[src/rcw_pkg.sv]
`default_nettype none

package rcw_pkg;

    // Screen geometry.
    localparam int unsigned SCREEN_ROWS = 512;

    // Field widths.
    localparam int unsigned DIST_W  = 33;
    localparam int unsigned MAG_W   = 32;
    localparam int unsigned DIR_W   = 16;
    localparam int unsigned POS_W   = 16;
    localparam int unsigned FRAC_W  = 30;
    localparam int unsigned H_W     = 16;
    localparam int unsigned ROW_W   = 12;
    localparam int unsigned TEX_W   = 10;
    localparam int unsigned CFG_W   = 11;

    // Row arithmetic is done in this width so that no intermediate overflows.
    localparam int unsigned ROWCALC_W = 17;

    // One quotient bit is resolved per divider stage.
    localparam int unsigned DIV_STAGES = 16;

    // Stages of the back pipeline that host the texture column steps.
    localparam int unsigned STG_MUL    = 1;
    localparam int unsigned STG_FRAC   = 2;
    localparam int unsigned STG_SCALE  = 3;
    localparam int unsigned STG_MIRROR = 4;

    // Queue between the front and the back.
    localparam int unsigned Q_DEPTH = 4;
    localparam int unsigned Q_AW    = 2;
    localparam int unsigned Q_CW    = 3;

    // Configuration port.
    localparam int unsigned PADDR_W = 3;
    localparam int unsigned PDATA_W = 32;
    localparam logic [0:0]  REG_TEXTURE_WIDTH = 1'b0;
    localparam logic [CFG_W-1:0] TEX_WIDTH_RESET = 11'd64;

    // Classified request handed from the front to the back.
    typedef struct packed {
        logic [DIST_W-1:0] perp_dist;
        logic [MAG_W-1:0]  mag;
        logic [DIR_W-1:0]  dir;
        logic [POS_W-1:0]  pos;
        logic              flip;
    } t_item;

    // Contents of one back pipeline stage.
    typedef struct packed {
        logic [DIST_W-1:0] rem;
        logic [H_W-1:0]    quo;
        logic [MAG_W-1:0]  mag;
        logic              sat;
        logic              zero;
        logic [DIST_W-1:0] perp_dist;
        logic [DIR_W-1:0]  dir;
        logic [POS_W-1:0]  pos;
        logic              flip;
        logic [FRAC_W-1:0] frac;
        logic [CFG_W-1:0]  tex;
    } t_stage;

endpackage

`default_nettype wire

[src/rcw_queue.sv]
`default_nettype none

module rcw_queue (
    input  wire logic           i_clk,
    input  wire logic           i_rst_n,
    input  wire logic           i_push_valid,
    input  rcw_pkg::t_item      i_push_item,
    output logic                o_push_ready,
    output logic                o_pop_valid,
    output rcw_pkg::t_item      o_pop_item,
    input  wire logic           i_pop_ready
);

    rcw_pkg::t_item                  r_mem [0:rcw_pkg::Q_DEPTH-1];
    logic [rcw_pkg::Q_AW-1:0]        r_wp;
    logic [rcw_pkg::Q_AW-1:0]        r_rp;
    logic [rcw_pkg::Q_CW-1:0]        r_cnt;
    logic                            push;
    logic                            pop;

    assign o_push_ready = (r_cnt != rcw_pkg::Q_CW'(rcw_pkg::Q_DEPTH));
    assign o_pop_valid  = (r_cnt != '0);
    assign push         = i_push_valid && o_push_ready;
    assign pop          = o_pop_valid && i_pop_ready;
    assign o_pop_item   = r_mem[r_rp];

    // Pointers and fill level.
    always_ff @(posedge i_clk) begin
        if (!i_rst_n) begin
            r_wp  <= '0;
            r_rp  <= '0;
            r_cnt <= '0;
        end else begin
            if (push) begin
                r_wp <= r_wp + 1'b1;
            end
            if (pop) begin
                r_rp <= r_rp + 1'b1;
            end
            if (push && !pop) begin
                r_cnt <= r_cnt + 1'b1;
            end else if (pop && !push) begin
                r_cnt <= r_cnt - 1'b1;
            end
        end
    end

    // Entry storage.
    always_ff @(posedge i_clk) begin
        if (push) begin
            r_mem[r_wp] <= i_push_item;
        end
    end

endmodule

`default_nettype wire

[config.mk]
export PLATFORM = sky130hd
export DESIGN_NAME = rcw_queue
export DESIGN_NICKNAME = d
export VERILOG_FILES = /design/src/rcw_pkg.sv /design/src/rcw_queue.sv
export SDC_FILE = /design/constraint.sdc
export NUM_CORES = 1
export LEC_CHECK = 0
export ABC_AREA = 0
export BUFFER_PORTS_ARGS = -buffer_cell sky130_fd_sc_hd__buf_2
export CAP_MARGIN = 20
export CORE_MARGIN = 10
export CORE_UTILIZATION = 30
export DETAILED_ROUTE_END_ITERATION = 6
export PLACE_DENSITY = 0.57
export SYNTH_ARGS = -nofsm -noshare
export SYNTH_HDL_FRONTEND = slang
export SYNTH_SLANG_ARGS = --single-unit
[constraint.sdc]
create_clock -name i_clk -period 6.05 [get_ports i_clk]
set_input_delay 1.21 -clock i_clk [delete_from_list [all_inputs] [get_ports i_clk]]
set_output_delay 1.21 -clock i_clk [all_outputs]
set_load 0.005 [all_outputs]
==> metrics.csv <==
stage,metric,value,unit
final_layout,layout cells sized above 1,0.458,
setup_path,Slowest cell on crit path,dfxtp_4,
synthesis,sequential area share after synthesis,0.819,
die,# rows,80,
timing,Final Max Slew Viols,0,
synthesis,Post-Synth XOR/XNOR Area,0.00240,
placed_design,port bufs,201,
die,die height,241,um
clocking,Root Buffer,clkbuf_16,
die,Die W,241,um
setup_path,CP required,4.84,ns
timing,final hold slack,0.507,ns
timing,worst-margin pin slew,0.818,ns
pwr,Leak,5.83,nW
grt,remaining global-route overflow,0,
clocking,CTS buffer count,43,
synthesis,Synth Cell Area,14600,um^2
drt,Via density,4.56,
timing,TNS Setup,0,ns
setup_path,Setup crit end kind,output pin,
synthesis,compound-cell area share of the yosys netlist,0.00274,
synthesis,Mapped Avg Cell Area,26.1,um^2
final_layout,Util after Layout,0.370,
synthesis,mux contribution to synthesized area,0.153,
final_layout,Filler cells,4322,
grt,Total GRT Usage,0.107,
synthesis,Syn Nets,668,
final_layout,final net count,899,
clocking,clock-pin slew on the worst setup and hold paths,0.06,ns
drt,Vias,6576,
drt,initial DRC count,387,
pwr,peak supply drop,0.219,mV
clocking,# hold bufs at CTS,0,
synthesis,largest family of logic cells by synthesized area,multiplexers,
clocking,post-cts resize count,0,
final_layout,multi-input gate area in the final layout,2500,um^2
clocking,post-CTS setup repair buffer count,0,
timing,Max Fclk,263,MHz
synthesis,Synth Register Bits,401,
placed_design,DP Wirelength,19.1,mm
die,Initial Utilization,0.304,
timing,relative slew slack,0.455,
synthesis,Adder-Cell Fraction of Synth Area,0.00566,
final_layout,P&R area growth vs syn,21.6,%
clocking,Clock Path Buffers,3,
synthesis,synthesized netlist cell count,560,
final_layout,FF/Latch Area,12000,um^2
status,status,finished clean,
clocking,H-tree depth,2,
clocking,CTS tree,done,
die,Core Region,47900,um^2
grt,global-route wire length before repair,46.4,mm
drt,1st-pass router iterations,4,
setup_path,cell depth of the worst flop-to-flop path,4,
setup_path,Worst setup SP type,flop,
timing,Hold Fails Final Rpt,0,
synthesis,Simple-Gate Fraction of Synth Area,0.00626,
timing,RSZ-0062 raised after global routing,false,
clocking,later-pin clock latency in the skew report,0.55,ns
clocking,CTS sink cnt,401,
setup_path,arrival time worst endpoint,2.59,ns
synthesis,Ys Warns,0,
setup_path,CP Cell Sequence,buf_4 -> mux4_2 -> buf_2,
drt,Detailed Route WL,30.9,mm
worst_hold_path,Worst Hold Class,reg2reg,
setup_path,"slowest stage delay, CP",0.63,ns
drt,Wirelength per Cell,21.4,um
timing,post-route clock period utilization,0.628,
drt,# DRC,0,
grt,initial antenna violation count,9,
synthesis,post-synthesis cell type count,23,
setup_path,Setup CP Type,reg2out,
setup_path,CP max FO,27,
die,Top Ports,202,
drt,Post-DRT Antenna Nets,0,
grt,vias in the first global route,7199,
die,die area,57900,um^2
grt,pin count of the biggest net entering global routing,54,
pwr,pwr dens,427,nW/um^2
timing,Clock Skew,0.0155,ns
run,max cap viols,0,
timing,Period minus WS final,3.80,ns
worst_hold_path,Hold Path Stages,2,
placed_design,GP Congestion,0.672,
timing,Final setup viols,0,
## cells by family after synthesis
kind of cell,Yosys count
compound gates,5
xor+xnor,4
fa+ha+maj,6
buf+inv,26
flops,401
mux,101
simple gates,17
## placed cells by master, fill, tap and decap left out, drive strengths merged, types with 2 or more instances in the layout
cell,Yosys,routed
edfxtp,392,392
buf,15,209
mux4,98,98
clkbuf,8,52
clkinv,0,17
dfxtp,9,9
and2,8,8
nand2,5,5
ha,5,5
clkinvlp,0,5
diode,0,3
inv,3,3
xnor2,3,3
mux2i,3,3
bufinv,0,3
or3,2,2
a21boi,2,2
## registers in the layout (all words and copies together) (netlist names), named ones only
register / count
r_mem: 392
r_cnt: 3
r_rp: 2
r_wp: 2
## metal layers
| layer | track usage | part of all wire | up-vias |
|---|---|---|---|
| met5 | 0 | 0.0026 | - |
| met4 | 0.0357 | 0.022 | 14 |
| met3 | 0.0365 | 0.074 | 65 |
| met2 | 0.162 | 0.46 | 195 |
| met1 | 0.141 | 0.44 | 3424 |
| li1 | - | - | 2878 |
## stage by stage
stage | total power, W | setup slack [ns] | std cells | instance area, um^2
after floorplan | 0.00449 | 1.78 | 560 | 14600
after global placement | 0.00517 | 2.72 | 1361 | 16400
after detailed placement | 0.00518 | 2.68 | 1361 | 16400
after CTS | 0.00773 | 2.13 | 1438 | 17700
after global routing | 0.00795 | 2.04 | 1438 | 17700
final | 0.00757 | 2.25 | 1441 | 17700
## synthesized netlist by cell type
cell type / n / share of area
a21boi_0: 1 / 0.00051
buf_2: 11 / 0.0038
edfxtp_1: 392 / 0.81
buf_8: 3 / 0.0031
buf_6: 1 / 0.00077
o31ai_1: 1 / 0.00051
ha_1: 5 / 0.0043
mux4_2: 98 / 0.15
xnor2_1: 3 / 0.0018
nor2b_1: 1 / 0.00043
mux2i_1: 3 / 0.0021
nand2_1: 5 / 0.0013
and2_1: 8 / 0.0034
dfxtp_1: 9 / 0.012
or3_1: 2 / 0.00086
inv_1: 3 / 0.00077
fa_1: 1 / 0.0014
o311ai_0: 1 / 0.00060
o21ai_0: 1 / 0.00034
a21boi_2: 1 / 0.00077
clkbuf_1: 8 / 0.0021
nor2_1: 1 / 0.00026
xor2_1: 1 / 0.00060
## final cells by class
class                   instances  share of cell area
inverters                       3            0.000635
clock inverters                25              0.0119
flip-flops and latches        401               0.674
repair buffers                209              0.0636
clock buffers                  52              0.0650
well taps                     615              0.0434
diodes                          3            0.000423
multi-input cells             133               0.141
## power by group
part / total (W) / internal (W) / switching, W
sequential: 0.00350 / 0.00337 / 0.000130
combinational: 0.00155 / 0.000788 / 0.000758
clock: 0.00252 / 0.00148 / 0.00104
## final timing paths
kind,start,end,slack [ns]
worst max-delay path,flop,o_pop_item[63],2.25
worst min register to register,r_wp[0],r_wp[0],0.51
worst min-delay path,r_wp[0],r_wp[0],0.51
worst max register to register,r_cnt[0],r_mem[2][21],3.48
## critical path: cells and delay by family (launching register included)
kind | cells | cell delay, ns
DFF | 1 | 0.63
buffers and inverters | 2 | 0.71
muxes | 1 | 0.63
Power figures use the tool's default switching activity.
