<file path="src/rcw_pkg.sv">
`default_nettype none

package rcw_pkg;

    // Screen geometry.
    localparam int unsigned SCREEN_ROWS = 512;

    // Field widths.
    localparam int unsigned DIST_W  = 33;
    localparam int unsigned MAG_W   = 32;
    localparam int unsigned DIR_W   = 16;
    localparam int unsigned POS_W   = 16;
    localparam int unsigned FRAC_W  = 30;
    localparam int unsigned H_W     = 16;
    localparam int unsigned ROW_W   = 12;
    localparam int unsigned TEX_W   = 10;
    localparam int unsigned CFG_W   = 11;

    // Row arithmetic is done in this width so that no intermediate overflows.
    localparam int unsigned ROWCALC_W = 17;

    // One quotient bit is resolved per divider stage.
    localparam int unsigned DIV_STAGES = 16;

    // Stages of the back pipeline that host the texture column steps.
    localparam int unsigned STG_MUL    = 1;
    localparam int unsigned STG_FRAC   = 2;
    localparam int unsigned STG_SCALE  = 3;
    localparam int unsigned STG_MIRROR = 4;

    // Queue between the front and the back.
    localparam int unsigned Q_DEPTH = 4;
    localparam int unsigned Q_AW    = 2;
    localparam int unsigned Q_CW    = 3;

    // Configuration port.
    localparam int unsigned PADDR_W = 3;
    localparam int unsigned PDATA_W = 32;
    localparam logic [0:0]  REG_TEXTURE_WIDTH = 1'b0;
    localparam logic [CFG_W-1:0] TEX_WIDTH_RESET = 11'd64;

    // Classified request handed from the front to the back.
    typedef struct packed {
        logic [DIST_W-1:0] perp_dist;
        logic [MAG_W-1:0]  mag;
        logic [DIR_W-1:0]  dir;
        logic [POS_W-1:0]  pos;
        logic              flip;
    } t_item;

    // Contents of one back pipeline stage.
    typedef struct packed {
        logic [DIST_W-1:0] rem;
        logic [H_W-1:0]    quo;
        logic [MAG_W-1:0]  mag;
        logic              sat;
        logic              zero;
        logic [DIST_W-1:0] perp_dist;
        logic [DIR_W-1:0]  dir;
        logic [POS_W-1:0]  pos;
        logic              flip;
        logic [FRAC_W-1:0] frac;
        logic [CFG_W-1:0]  tex;
    } t_stage;

endpackage

`default_nettype wire

</file>
<file path="src/rcw_front.sv">
`default_nettype none

module rcw_front (
    input  wire logic                       i_clk,
    input  wire logic                       i_rst_n,
    input  wire logic                       i_valid,
    output logic                            o_ready,
    input  wire logic                       i_hit_side,
    input  wire logic [31:0]                i_side_dist_x,
    input  wire logic [31:0]                i_delta_dist_x,
    input  wire logic [31:0]                i_side_dist_y,
    input  wire logic [31:0]                i_delta_dist_y,
    input  wire logic signed [15:0]         i_ray_dir_x,
    input  wire logic signed [15:0]         i_ray_dir_y,
    input  wire logic [23:0]                i_viewer_x,
    input  wire logic [23:0]                i_viewer_y,
    output logic                            o_item_valid,
    output rcw_pkg::t_item                  o_item,
    input  wire logic                       i_item_ready
);

    logic           r_valid;
    rcw_pkg::t_item r_item;
    rcw_pkg::t_item n_item;
    logic [31:0]    side_sel;
    logic [31:0]    delta_sel;
    logic [32:0]    diff_fwd;
    logic [32:0]    diff_rev;
    logic           accept;
    logic           push;

    // Pick the axis that was hit and form the signed distance and its magnitude.
    always_comb begin
        side_sel    = i_hit_side ? i_side_dist_y  : i_side_dist_x;
        delta_sel   = i_hit_side ? i_delta_dist_y : i_delta_dist_x;
        diff_fwd    = {1'b0, side_sel} - {1'b0, delta_sel};
        diff_rev    = {1'b0, delta_sel} - {1'b0, side_sel};
        n_item.perp_dist = diff_fwd;
        n_item.mag  = diff_fwd[32] ? diff_rev[31:0] : diff_fwd[31:0];
        n_item.dir  = i_hit_side ? i_ray_dir_x : i_ray_dir_y;
        n_item.pos  = i_hit_side ? i_viewer_x[15:0] : i_viewer_y[15:0];
        // Mirror for a north-south hit looking east or an east-west hit looking north.
        n_item.flip = i_hit_side ? (!i_ray_dir_x[15] && (i_ray_dir_x != 16'sd0))
                                 : i_ray_dir_y[15];
    end

    // One holding register; it frees up in the same cycle the queue takes it.
    assign push    = r_valid && i_item_ready;
    assign o_ready = !r_valid || push;
    assign accept  = i_valid && o_ready;

    always_ff @(posedge i_clk) begin
        if (!i_rst_n) begin
            r_valid <= 1'b0;
        end else if (accept) begin
            r_valid <= 1'b1;
        end else if (push) begin
            r_valid <= 1'b0;
        end
    end

    always_ff @(posedge i_clk) begin
        if (accept) begin
            r_item <= n_item;
        end
    end

    assign o_item_valid = r_valid;
    assign o_item       = r_item;

endmodule

`default_nettype wire

</file>
<file path="config.mk">
export PLATFORM = sky130hd
export DESIGN_NAME = rcw_front
export DESIGN_NICKNAME = d
export VERILOG_FILES = /design/src/rcw_pkg.sv /design/src/rcw_front.sv
export SDC_FILE = /design/constraint.sdc
export NUM_CORES = 1
export LEC_CHECK = 0
export BUFFER_PORTS_ARGS = -buffer_cell sky130_fd_sc_hd__buf_2
export CORE_MARGIN = 2
export CORE_UTILIZATION = 50
export CTS_CLUSTER_DIAMETER = 120
export DETAILED_ROUTE_END_ITERATION = 16
export PLACE_DENSITY = 0.8
export SYNTH_ARGS = -nofsm -noshare
export SYNTH_HDL_FRONTEND = slang
export SYNTH_SLANG_ARGS = --single-unit
</file>
<file path="constraint.sdc">
create_clock -name i_clk -period 6.68 [get_ports i_clk]
set_clock_uncertainty 0.15 [all_clocks]
set_input_delay 1.336 -clock i_clk [delete_from_list [all_inputs] [get_ports i_clk]]
set_output_delay 1.336 -clock i_clk [all_outputs]
set_load 0.1 [all_outputs]
</file>
==> results of run 1 <==
==> cells by family after synthesis <==
group,after synthesis
simple gates,118
flops,98
buf+inv,126
mux,108
xor+xnor,60
compound gates,202
fa+ha+maj,66
==> area by class of cell <==
| cell class | instances | area (µm²) |
|---|---|---|
| repair buffers | 303 | 1549 |
| multi-input cells | 554 | 4417 |
| well taps | 211 | 264.0 |
| clock inverters | 6 | 63.81 |
| flip-flops and latches | 98 | 2933 |
| inverters | 79 | 296.5 |
| fillers | 1321 | 5563 |
| clock buffers | 10 | 229.0 |
==> metrics by stage <==
step	hold slack, ns	total power, mW	utilization, %	area (µm²)	instances
after detailed placement	0.4169	2.401	61.76	9459	1245
after CTS	0.4322	2.926	63.68	9752	1261
after global routing	0.4649	3.043	63.68	9752	1261
after global placement	0.3753	2.389	61.76	9459	1245
final	0.4309	2.920	63.68	9752	1261
after floorplan	1.325	2.117	-	7886	778
==> routing by layer <==
layer	GRT usage [%]	up-vias	wire [µm]
met2	43.27	298	10670
li1	-	3342	-
met3	3.014	42	1421
met1	30.82	3161	8849
met4	11.51	0	741
met5	0	-	0
==> cells in the mapped netlist (all sizes together), types with 7 or more instances <==
cell     n
xor2    25
ha      64
nand3   11
a31oi    9
mux2i   72
edfxtp  97
mux2    36
buf     30
nand2   40
inv     79
xnor2   35
clkbuf  17
a21o    31
nor2    30
nand4   14
a21oi   69
o21ai   40
o21bai   7
==> power breakdown <==
| part | switching [mW] | internal (mW) |
|---|---|---|
| logic | 1.17 | 0.382 |
| registers | 0.0262 | 0.820 |
| clock network | 0.231 | 0.291 |
==> registers in the layout, summed over array words and instances, names as in the netlist <==
signal and cells:
o_item 97, o_item_valid 1
==> critical path, cell delays in order <==
cell	delay (ns)
buf_4	0.34
buf_4	0.26
mux2i_1	0.39
ha_1	0.26
fa_1	0.25
and2b_1	0.22
o22ai_2	0.25
o41ai_4	0.13
a31o_4	0.28
a31oi_4	0.21
o31ai_4	0.09
buf_4	0.20
inv_2	0.70
o311ai_0	0.38
o21ai_1	0.20
xnor2_1	0.08
==> final timing paths <==
kind / cells after the start / slack (ns) / to
max: 16 / 1.03 / o_item[61]
min: 2 / 0.43 / o_item_valid
max reg2reg: 3 / 4.50 / o_item[18]
min reg2reg: 2 / 0.43 / o_item_valid
==> flow_summary.toml, run 1 <==
[clocking]
cts_resized = 0
htree_levels = 3
path_clk_slew_ns = 0.06
cts_buffers = 9
cts_hold_buf = 0
postCtsSetupBuffers = 0
clockBufferDepth = 2
clk_latency_ns = 0.34
cts_sinks = 98
clockRootBuffer = "clkbuf_16"
cts_tree = "done"

[routing]
vias = 6843
drc = 0
wire_per_inst_um = 17.20
wl_mm = 21.69
antenna_left = 0
dr.pass1.iters = 5
drtIter0Drc = 476
post_drt_via_cell_ratio = 5.427

[synth]
ys_seq_elements = 98
synth_compound_area_share_pct = 17.25
yosys.area_share.simple_pct = 6.933
synthCells = 778
synth_top_family_by_area = "compound AO/OA/AOI/OAI gates"
synth.area.mux_share_pct = 14.47
synth_fa_ha_area_share_pct = 10.66
syn-num-nets = 1057
yosys.area.top_type = "edfxtp_1"
avgSynthCellArea_um2 = 10.14
ys_top_cells_by_area = "edfxtp_1, ha_1, mux2i_1, mux2_2, a21oi_1"
synth_area_mm2 = 0.007886
yosys_warnings = 0
synth_cell_types = 65
synth-xor-area-share_pct = 6.663
synth_top_area_share_pct = 36.93
synthFlopType = "edfxtp_1"
synth-edff-count = 97
async_flop_share_pct = 0
ys_seq_area_share_pct = 37.19

[place]
place_hpwl_mm = 17.11
portBuffers = 296
post-place-ws_ns = 0.7322
gp_congestion = 0.9471

[grt]
grt_pass1_vias = 6363
grt_pass1_wl_mm = 32.21
grt_max_degree = 61
antenna_found_initial = 0
overflow = 0
grt_use_total_pct = 24.86

[timing]
final.setup.tns_ns = 0
slew_headroom_pct = 36.71
slew_violations = 0
max_freq_mhz = 176.9
final.min_clock_period_ns = 5.654
rsz0062_at_grt = "no"
setup_slack_ns = 1.026
worst_slew_pin_slew_ns = 0.9480
setup_viol = 0
min_period_over_period_pct = 84.64
hold_viol = 0

[die]
start_util_pct = 51.50
die_x_um = 129.6
num_rows = 45
num_io_pins = 313
die_y_um = 129.6
die_area_mm2 = 0.01679
core_mm2 = 0.01531

[run_status]
outcome = "finished, final reports clean"

[min_path]
holdCritStartpoint = "o_item_valid"
hp-class = "reg -> reg"

[finish]
fin_nets = 1324
layout-drive-gt1-share_pct = 35.33
syn_to_final_growth_pct = 23.66
n_antenna_cell = 0
final_cell_mix = "buf_2, edfxtp_1, inv_1"
layout_commonest_cell = "buf_2"

[flow_run]
cap_violations = 0

[pwr]
p_leak_nw = 4.759
p_per_area_mw_per_mm2 = 299.4
ir_worst_vdd_mv = 0.1549

[critical_path]
required_ns = 6.62
worst-setup-path-type = "in -> reg"
rr_startpoint = "o_item_valid"
endpoint_kind = "flop"
startpoint_type = "input pin"
startpoint = "i_hit_side"
path_max_fanout = 40
crit_arrival_ns = 5.59
Power figures use the tool's default switching activity.
==> run 2, diff against run 1 <==
clock period = 5.9 ns   (was 6.68 ns; I/O delays follow)
==> flow_summary.toml, run 2 (same netlist as run 1, synthesis figures left out) <==
[finish]
fin_nets = 1326
nFillCells = 1289
stdcell_area_mm2 = 0.009802
syn_to_final_growth_pct = 24.29
multi_input_area_mm2 = 0.004417
finalNonFillerCells = 1263
n_antenna_cell = 0
seq_area_mm2 = 0.002933
final_util_pct = 64.00
final_cell_mix = "buf_2, edfxtp_1, inv_1"
layout-drive-gt1-share_pct = 35.55
layout_commonest_cell = "buf_2"
largest_reg_flops = 97

[grt]
grt_use_total_pct = 24.77
grt_pass1_wl_mm = 32.11
overflow = 0
antenna_found_initial = 0
grt_pass1_vias = 6288
grt_max_degree = 60

[timing]
hold_viol = 0
setup_slack_ns = 0.8993
rsz0062_at_grt = "no"
min_period_over_period_pct = 84.76
slew_violations = 0
final.min_clock_period_ns = 5.001
final.setup.tns_ns = 0
slew_headroom_pct = 48.33
max_freq_mhz = 200.0
timing.hold.ws_ns = 0.4118
setup_viol = 0
worst_slew_pin_slew_ns = 0.7751

[critical_path]
path_max_fanout = 25
rr_startpoint = "o_item_valid"
endpoint_kind = "flop"
worst-setup-path-type = "in -> reg"
required_ns = 5.85
crit_arrival_ns = 4.95
startpoint_type = "input pin"
reg2reg_depth = 3
reg2reg_to = "o_item[83]"
r2r_slack_ns = 3.66

[die]
die_area_mm2 = 0.01679
num_rows = 45
core_mm2 = 0.01531
die_y_um = 129.6
die_x_um = 129.6
num_io_pins = 313
start_util_pct = 51.50

[pwr]
ir_worst_vdd_mv = 0.2149
p_per_area_mw_per_mm2 = 340.2
p_leak_nw = 4.779
power_mw = 3.335

[clocking]
cts_buffers = 9
cts_tree = "done"
clockRootBuffer = "clkbuf_16"
clk_latency_ns = 0.35
postCtsSetupBuffers = 0
clockBufferDepth = 2
cts_sinks = 98
cts_hold_buf = 0
path_clk_slew_ns = 0.08
cts_resized = 0
htree_levels = 3

[place]
place_area_mm2 = 0.009499
placedCellCount = 1247
portBuffers = 296
place_hpwl_mm = 17.28
post-place-ws_ns = 0.6452
gp_congestion = 0.9212

[routing]
dr.pass1.iters = 5
antenna_left = 0
wire_per_inst_um = 17.22
vias = 6850
drtIter0Drc = 481
post_drt_via_cell_ratio = 5.424
wl_mm = 21.74
drc = 0

[min_path]
min_to = "o_item_valid"
whs_path_depth = 2
holdCritStartpoint = "o_item_valid"
hp-class = "reg -> reg"

[flow_run]
cap_violations = 0

[run_status]
outcome = "finished, final reports clean"
-- run 2: how the worst max path moves through the flow --
stage	from	slack (ns)	end
6_report	i_hit_side	0.90	o_item[62]
4_1_cts	i_hit_side	1.00	o_item[61]
3_3_place_gp	i_hit_side	0.68	o_item[62]
5_1_grt	i_hit_side	0.69	o_item[62]
3_5_place_dp	i_hit_side	0.65	o_item[56]
2_1_floorplan	i_hit_side	0.82	o_item[36]
-- run 2: critical path, cell delays in order --
cell,delay [ns]
buf_4,0.34
buf_4,0.38
mux2i_1,0.29
inv_1,0.07
ha_1,0.53
nand4_1,0.18
o21bai_1,0.24
a211oi_1,0.22
o41ai_2,0.42
a21oi_2,0.13
a211oi_2,0.46
o311a_1,0.25
o22ai_1,0.10
xnor2_1,0.14
-- run 2: layout make-up --
type	instances	area share [%]
Tap cell	211	2.693
Clock inverter	6	0.7531
Inverter	79	3.025
Sequential cell	98	29.92
Clock buffer	10	2.336
Multi-Input combinational cell	554	45.06
Timing Repair Buffer	305	16.21
-- run 2: power breakdown --
group	internal, mW	total [mW]	leakage [nW]	switching (mW)
Sequential	0.928	0.958	0.947	0.0299
Combinational	0.441	1.76	3.69	1.32
Clock	0.335	0.612	0.142	0.277
-- run 2: metal layers --
metal	part of all wire, %	vias to the layer above	global-route usage, %
li1	-	3347	-
met2	50	308	43.86
met1	41	3167	30.80
met5	0	-	0
met4	2.2	0	8.792
met3	6.8	28	3.633
